### config.mk
export PLATFORM = sky130hd
export DESIGN_NAME = sorted_priority_queue
export DESIGN_NICKNAME = d
export VERILOG_FILES = /design/src/rtl/spq_pkg.sv /design/src/rtl/spq_ctrl.sv /design/src/rtl/spq_datapath.sv /design/src/rtl/sorted_priority_queue.sv
export SDC_FILE = /design/constraint.sdc
export NUM_CORES = 1
export LEC_CHECK = 0
export BUFFER_PORTS_ARGS = -buffer_cell sky130_fd_sc_hd__clkbuf_2
export CORE_ASPECT_RATIO = 0.9
export CORE_MARGIN = 2
export CORE_UTILIZATION = 62
export CTS_CLUSTER_DIAMETER = 50
export DETAILED_ROUTE_END_ITERATION = 16
export MAX_ROUTING_LAYER = met4
export PLACE_DENSITY = 0.89
export SLEW_MARGIN = 20
export SYNTH_ARGS = -nofsm -noshare
export SYNTH_HDL_FRONTEND = slang
export SYNTH_SLANG_ARGS = --single-unit
### constraint.sdc
create_clock -name clk -period 6.5 [get_ports clk]
set_input_delay 1.3 -clock clk [delete_from_list [all_inputs] [get_ports clk]]
set_output_delay 1.3 -clock clk [all_outputs]
set_load 0.01 [all_outputs]
### src/rtl/spq_pkg.sv
// Shared constants, codes and control types for the sorted priority queue.
package spq_pkg;

  // Queue geometry and field widths
  localparam int DEPTH     = 8;
  localparam int PRIO_BITS = 8;
  localparam int TAG_BITS  = 32;
  localparam int CNT_BITS  = $clog2(DEPTH + 1);
  localparam int FILL_BITS = 4;
  localparam int STAT_BITS = 2;

  // Request kinds
  localparam logic KIND_INSERT = 1'b0;
  localparam logic KIND_REMOVE = 1'b1;

  // Result status codes
  localparam logic [STAT_BITS-1:0] ST_DONE  = 2'd0;
  localparam logic [STAT_BITS-1:0] ST_FULL  = 2'd1;
  localparam logic [STAT_BITS-1:0] ST_EMPTY = 2'd2;

  // Controller states
  typedef enum logic {
    CS_IDLE,
    CS_EXEC
  } ctl_state_t;

  // Commands from controller to datapath
  typedef struct packed {
    logic load;   // capture the incoming request
    logic exec;   // apply it to the queue and write the result register
  } dp_cmd_t;

endpackage

### src/rtl/spq_ctrl.sv
// Controller: request/result handshake sequencing for the sorted priority queue.
module spq_ctrl
  import spq_pkg::*;
(
  input  logic    clk,
  input  logic    rst,
  input  logic    req_valid,
  output logic    req_stall,
  output logic    res_valid,
  input  logic    res_stall,
  output dp_cmd_t cmd
);

  ctl_state_t state;
  ctl_state_t state_next;
  logic       res_valid_next;
  logic       res_free;

  // Result register can take a new value when empty or being drained
  assign res_free = !res_valid || !res_stall;

  // State and result-valid registers
  always_ff @(posedge clk) begin
    if (rst) begin
      state     <= CS_IDLE;
      res_valid <= 1'b0;
    end else begin
      state     <= state_next;
      res_valid <= res_valid_next;
    end
  end

  // Next state and commands
  always_comb begin
    state_next     = state;
    req_stall      = 1'b1;
    cmd.load       = 1'b0;
    cmd.exec       = 1'b0;
    res_valid_next = res_valid && res_stall;
    case (state)
      CS_IDLE: begin
        req_stall = 1'b0;
        if (req_valid) begin
          cmd.load   = 1'b1;
          state_next = CS_EXEC;
        end
      end
      CS_EXEC: begin
        if (res_free) begin
          cmd.exec       = 1'b1;
          res_valid_next = 1'b1;
          state_next     = CS_IDLE;
        end
      end
      default: begin
        state_next = CS_IDLE;
      end
    endcase
  end

endmodule

### src/rtl/spq_datapath.sv
// Datapath: sorted entry cells, request capture and result register.
module spq_datapath
  import spq_pkg::*;
(
  input  logic                 clk,
  input  logic                 rst,
  input  dp_cmd_t              cmd,
  input  logic                 kind,
  input  logic [PRIO_BITS-1:0] prio,
  input  logic [TAG_BITS-1:0]  tag,
  output logic [STAT_BITS-1:0] status,
  output logic [PRIO_BITS-1:0] out_prio,
  output logic [TAG_BITS-1:0]  out_tag,
  output logic [FILL_BITS-1:0] fill
);

  logic                 kind_q;
  logic [PRIO_BITS-1:0] prio_q;
  logic [TAG_BITS-1:0]  tag_q;
  logic [CNT_BITS-1:0]  cnt;
  logic [CNT_BITS-1:0]  cnt_next;
  logic [PRIO_BITS-1:0] entry_prio [DEPTH];
  logic [TAG_BITS-1:0]  entry_tag  [DEPTH];
  logic [DEPTH-1:0]     place;     // cell lies at or after the insert slot
  logic                 is_full;
  logic                 is_empty;
  logic                 do_insert;
  logic                 do_remove;

  assign is_full   = (cnt == CNT_BITS'(DEPTH));
  assign is_empty  = (cnt == '0);
  assign do_insert = (kind_q == KIND_INSERT) && !is_full;
  assign do_remove = (kind_q == KIND_REMOVE) && !is_empty;

  // Request capture
  always_ff @(posedge clk) begin
    if (cmd.load) begin
      kind_q <= kind;
      prio_q <= prio;
      tag_q  <= tag;
    end
  end

  // Per-cell compare: held entries larger than the new one move back
  always_comb begin
    for (int i = 0; i < DEPTH; i++) begin
      place[i] = ((CNT_BITS'(i) < cnt) && (entry_prio[i] > prio_q)) ||
                 (CNT_BITS'(i) == cnt);
    end
  end

  // Entry count
  always_comb begin
    cnt_next = cnt;
    if (do_insert) begin
      cnt_next = cnt + 1'b1;
    end else if (do_remove) begin
      cnt_next = cnt - 1'b1;
    end
  end

  always_ff @(posedge clk) begin
    if (rst) begin
      cnt <= '0;
    end else if (cmd.exec) begin
      cnt <= cnt_next;
    end
  end

  // Entry cells: insert shifts back from the slot, remove shifts all forward
  always_ff @(posedge clk) begin
    if (cmd.exec) begin
      for (int i = 0; i < DEPTH; i++) begin
        if (do_insert && place[i]) begin
          if (i == 0) begin
            entry_prio[i] <= prio_q;
            entry_tag[i]  <= tag_q;
          end else if (!place[i-1]) begin
            entry_prio[i] <= prio_q;
            entry_tag[i]  <= tag_q;
          end else begin
            entry_prio[i] <= entry_prio[i-1];
            entry_tag[i]  <= entry_tag[i-1];
          end
        end else if (do_remove && (i < DEPTH - 1)) begin
          entry_prio[i] <= entry_prio[i+1];
          entry_tag[i]  <= entry_tag[i+1];
        end
      end
    end
  end

  // Result register
  always_ff @(posedge clk) begin
    if (cmd.exec) begin
      fill <= FILL_BITS'(cnt_next);
      if (do_remove) begin
        status   <= ST_DONE;
        out_prio <= entry_prio[0];
        out_tag  <= entry_tag[0];
      end else begin
        out_prio <= '0;
        out_tag  <= '0;
        if (do_insert) begin
          status <= ST_DONE;
        end else if (kind_q == KIND_INSERT) begin
          status <= ST_FULL;
        end else begin
          status <= ST_EMPTY;
        end
      end
    end
  end

endmodule

### src/rtl/sorted_priority_queue.sv
// Top level of the sorted priority queue: controller plus datapath.
//
//   channel   valid       stall       payload
//   request   req_valid   req_stall   kind, prio, tag
//   result    res_valid   res_stall   status, out_prio, out_tag, fill
//
// Each request is captured first and then executed: all entry cells
// compare against the new priority and shift in parallel.
// A new request is taken while the previous result still waits in the
// result register; execution waits only until that register is free.
// rst (synchronous) empties the queue and drops any pending result.
module sorted_priority_queue
  import spq_pkg::*;
(
  input  logic                 clk,
  input  logic                 rst,
  input  logic                 req_valid,
  output logic                 req_stall,
  input  logic                 kind,
  input  logic [PRIO_BITS-1:0] prio,
  input  logic [TAG_BITS-1:0]  tag,
  output logic                 res_valid,
  input  logic                 res_stall,
  output logic [STAT_BITS-1:0] status,
  output logic [PRIO_BITS-1:0] out_prio,
  output logic [TAG_BITS-1:0]  out_tag,
  output logic [FILL_BITS-1:0] fill
);

  dp_cmd_t cmd;

  spq_ctrl u_ctrl (
    .clk       (clk),
    .rst       (rst),
    .req_valid (req_valid),
    .req_stall (req_stall),
    .res_valid (res_valid),
    .res_stall (res_stall),
    .cmd       (cmd)
  );

  spq_datapath u_dp (
    .clk      (clk),
    .rst      (rst),
    .cmd      (cmd),
    .kind     (kind),
    .prio     (prio),
    .tag      (tag),
    .status   (status),
    .out_prio (out_prio),
    .out_tag  (out_tag),
    .fill     (fill)
  );

`ifndef NO_ASSERTIONS
  // One request in flight: after a capture the request side stalls
  a_one_in_flight: assert property (@(posedge clk) disable iff (rst)
    cmd.load |=> req_stall)
    else $error("request accepted while another is in flight");

  // Refused insert only when the queue is full
  a_full_fill: assert property (@(posedge clk) disable iff (rst)
    (res_valid && status == ST_FULL) |-> (fill == FILL_BITS'(DEPTH)))
    else $error("insert refused with room left");

  // Refused remove only when the queue is empty
  a_empty_fill: assert property (@(posedge clk) disable iff (rst)
    (res_valid && status == ST_EMPTY) |-> (fill == '0))
    else $error("remove refused with entries held");

  // Every executed request leaves a result waiting
  a_exec_sets_valid: assert property (@(posedge clk) disable iff (rst)
    cmd.exec |=> res_valid)
    else $error("executed request left no result");
`endif

endmodule

Word level (Yosys, flattened, before mapping)
Memories as Yosys holds them, arrays and structs flattened. Index checks and enable logic that the tools add are counted.

Bits in registers: 93. Bits in writable memories: 320. Input bits: 45. Output and inout port bits: 48. Word-level logic and storage cells: 223. Memories kept: 2.

Add/subtract/negate cells: 2. Order comparisons: 16. Equal/unequal tests: 8. Muxes and demuxes: 121. Bitwise operators: 30. Reduce and logical (&&, ||, !) cells: 34.

Memory list: u_dp.entry_tag (words 8, width 32, read ports 8, clocked after Yosys merged registers in 0, wr ports 8, line spq_datapath.sv:23) `logic [TAG_BITS-1:0] entry_tag [DEPTH];`; u_dp.entry_prio (words 8, width 8, read ports 8, clocked after Yosys merged registers in 0, wr ports 8, line spq_datapath.sv:22) `logic [PRIO_BITS-1:0] entry_prio [DEPTH];`.

Operators with widths (count): 32-bit 2-to-1 mux (14); 8-bit 2-to-1 mux (14); 1-bit 2-to-1 mux (89); 8-bit > comparator (8); 1-bit OR (28); 1-bit logical AND (19); 3-bit by 4-bit equality test with 1-bit output, first input constant (4); 3-bit by 4-bit less-than comparator with 1-bit output, first input constant (4); 1-bit logical OR (9); 2-bit by 4-bit equality test with 1-bit output, first input constant (2); 1-bit by 4-bit less-than comparator with 1-bit output, first input constant (2); 2-bit by 4-bit less-than comparator with 1-bit output, first input constant (2); 4-bit 2-to-1 mux (2); 4-bit by 1-bit adder with 4-bit output, second input constant (1); 1-bit by 4-bit equality test with 1-bit output, first input constant (1); 4-bit equality test, second input constant (1); 1-bit logical NOT (4); 4-bit logical NOT (1); 4-bit by 1-bit subtractor with 4-bit output, second input constant (1); 2-bit 2-to-1 mux (1); 1-bit inverter (2); 1-bit one-hot mux with 2 select lines (1); 2-bit OR reduction (1).

Longest topological paths before layout
Depth in word-level cells: 9. Gate-level depth with buffers: 12. Mapped depth without buffers: 8.

Modules after synthesis
From an unflattened synthesis, not the netlist that was laid out.

Cell total of the unflattened synthesis: 1651. Area total of the unflattened synthesis: 20623.5 um^2.

Modules (own cells, without submodules): spq_datapath (times used 1, cells each 1642, area an instance 20530.9 um^2); spq_ctrl (times used 1, cells each 9, area an instance 92.6 um^2).

Worst setup path before layout
No wires, ideal clock.

Path type: input to register. From: input res_stall. To: memory u_dp.entry_prio[5][2], in the netlist u_dp.entry_prio[2][10] (enable). Setup time: 0.493 ns. Arrival time: 4.800 ns. Required time: 6.007 ns. Path slack: 1.208 ns. Cell stages on the path: 4. Path buffers: 0. Cells stage by stage: a21bo_2 nor3_2 inv_1 o21ai_0.

RTL lines: start: declaration (line sorted_priority_queue.sv:23) `input logic res_stall,`; end: declaration (line spq_datapath.sv:22).

==> impl_metrics.csv <==
group,metric,value,unit
outcome,status,"completed",
job,cap_viol_max_count,0,
global_routing,grt_pass1_vias,15100,
global_routing,grt_max_degree,113,
cells_and_area,fin_cells,2162,
placement,dpl.hpwl,32100,um
sta,rsz0062_at_grt,"false",
cells_and_area,final_nets,1823,
route,wirelength,54500,um
placement,numPortBuffers,92,
synth,synth_edf_count,407,
floorplan,fp.dieH,177,um
critical_path,cp_max_fo,54,
synth,syn_inst,1676,
route,drt_first_pass_iters,8,
synth,synth_top_cell_by_area,"edfxtp_1",
sta,setup_viol,0,
synth,ys_top_cells_by_area,"edfxtp_1 (59%), a221o_1 (5.7%), nand2_1 (5.7%)",
cells_and_area,fill_cells,2195,
sta,slew-limit-headroom,26.2,%
sta,holdWs,0.555,ns
global_routing,gr-total-overflow,0,
min_path,hold-path-cell-count,1,
floorplan,initial_core_util,62.6,%
clocking,postCtsSetupBuffers,0,
global_routing,grt_usage,32.5,%
placement,dp.cells,2086,
clocking,cts-buffers-inserted,44,
floorplan,io_pins,93,
route,via_per_inst,7.08,
global_routing,grt_pass1_wl,84100,um
sta,skew,0.0248,ns
synth,synth.distinct_cells,54,
floorplan,rows,63,
clocking,clk_pin_slew,0.06,ns
route,drtAntennaViolNets,0,
synth,avgSynthCellArea,12.3,um2
route,num_vias,15300,
cells_and_area,multiInputGateArea,7680,um2
sta,fin_setup_tns,0,ns
synth,synthFlopType,"edfxtp_1",
synth,ys_seq_area_share,60.1,%
clocking,holdBufCountCts,0,
route,drt_iter0_drc,2380,
power_and_ir_drop,p_per_area,277,nW/um2
sta,max_freq,241,MHz
clocking,htreeDepth,2,
floorplan,die_w,196,um
sta,hold_viol_final,0,
clocking,cts_tree,"built",
clocking,cts.sinks,413,
clocking,cts_buffer_depth,3,
critical_path,start_kind,"input pin",
sta,final_max_slew_viol_count,0,
critical_path,worstSetupPathType,"input pin to register",
synth,synth-async-reset-ratio,0,%
clocking,cts_root_buf,"clkbuf_16",
synth,netlist.area_leader.share,59.5,%
critical_path,reg2regPathDepth,8,
clocking,worstSkewPairLatency,0.57,ns
critical_path,crit_arrival,4.58,ns
synth,netlist_area,20500,um2
cells_and_area,postLayoutCoreUtil,69.0,%
power_and_ir_drop,ir_drop,0.000227,V
sta,final.min_clock_period,4.15,ns
power_and_ir_drop,leakagePower,8.42,nW
cells_and_area,areaGrowthSynthToFinish,10.2,%
floorplan,dieArea,34600,um2
floorplan,coreArea,32800,um2
route,drc,0,
synth,synth.yosys.warnings,0,
sta,worst_pin_slew,1.11,ns
cells_and_area,final_layout_size_suffix_gt1_share,15.7,%
sta,post-route-period-util,63.9,%
synth,ys_seq_elements,413,
cells_and_area,regArea,12300,um2
placement,gp_congestion,0.932,
critical_path,worstPathRequired,6.93,ns
min_path,hold_class,"register to register",
power_and_ir_drop,finalPower,0.00626,W
synth,syn_nets,1789,
cells_and_area,mostFrequentLayoutCell,"edfxtp_1",
route,wl_per_cell,25.2,um
global_routing,antenna_found_initial,0,
cells_and_area,final_cell_mix,"edfxtp_1 (407), nand2_1 (310), a221o_1 (118)",
clocking,ctsResizeCount,0,
cells_and_area,diodes,0,
critical_path,crit_path_end_kind,"register",
-- cell type report --
cell class,instances,share of cell area [%]
Clock buffer,58,5.29
Clock inverter,18,0.686
Inverter,20,0.337
Multi-Input combinational cell,1116,33.9
Sequential cell,413,54.5
Tap cell,422,2.33
Timing Repair Buffer,115,2.87
-- cells in the mapped netlist, drive strengths merged (4+ instances only) --
library cell and n:
a211oi 4, nor2b 13, a21oi 109, o211ai 46, nand4 13, and2 48
buf 36, nor2 26, nand2 314, a221o 118, nor3 8, mux2 74
edfxtp 407, a21boi 34, clkbuf 91, nand3 9, o31a 32, inv 20
and3 73, ha 68, o211a 4, nand2b 36, o21ai 20, mux2i 14
dfxtp 6, a31oi 8, a21o 9
-- critical path: stages --
cell and delay, ns:
clkbuf_2 0.09, a21bo_2 0.28, clkinv_2 0.51, buf_4 0.66, nand4_1 0.27, a21oi_4 0.80, buf_4 0.38, a221o_1 0.20
-- per-stage QoR --
stage | setup slack, ns | area [um2]
floorplan | 1.21 | 20500
global placement | 1.98 | 21300
detailed placement | 1.85 | 21300
CTS | 2.45 | 22600
global route | 2.23 | 22600
finish | 2.35 | 22600
-- where the power goes --
part           internal (W)  switching, W
clock               0.00137       0.00103
sequential          0.00310     0.0000944
combinational      0.000245      0.000422
total               0.00472       0.00155
-- path summary, 6_finish.rpt --
check                                   start                                to  slack [ns]
max reg2reg          u_dp.cnt[0]$_SDFFE_PP0P_   u_dp.entry_prio[0][8]$_DFFE_PP_        2.46
min          u_dp.entry_tag[1][125]$_DFFE_PP_   u_dp.entry_tag[1][93]$_DFFE_PP_        0.55
min reg2reg  u_dp.entry_tag[1][125]$_DFFE_PP_   u_dp.entry_tag[1][93]$_DFFE_PP_        0.55
max                                 res_stall  u_dp.entry_tag[0][103]$_DFFE_PP_        2.35
-- state kept, by name, indices dropped and copies added (netlist names) --
| name | cells |
|---|---|
| u_dp.entry_tag | 256 |
| u_dp.out_prio | 8 |
| u_dp.status | 2 |
| u_ctrl.res_valid | 1 |
| u_dp.fill | 4 |
| u_dp.kind_q | 1 |
| u_dp.out_tag | 32 |
| u_ctrl.state | 1 |
| u_dp.prio_q | 8 |
| u_dp.tag_q | 32 |
| u_dp.cnt | 4 |
| u_dp.entry_prio | 64 |
-- routing by layer --
| metal | vias to the layer above | global-route usage [%] | share of wire [%] |
|---|---|---|---|
| li1 | 6502 | - | - |
| met1 | 7324 | 42.1 | 37 |
| met2 | 1224 | 49.5 | 46 |
| met3 | 248 | 6.00 | 12 |
| met4 | 0 | 16.9 | 4.9 |
| met5 | - | - | 0 |
-- cell families after synthesis --
kind of cell | share of synthesized area [%]
AOI/OAI and AO/OA | 15.1
xor gates and xnor gates | 0.128
adders and majority gates | 4.14
buffers and inverters | 3.11
DFF | 60.1
muxes | 4.74
and+or+nand+nor | 12.7
(Power assumes the default switching activity.)
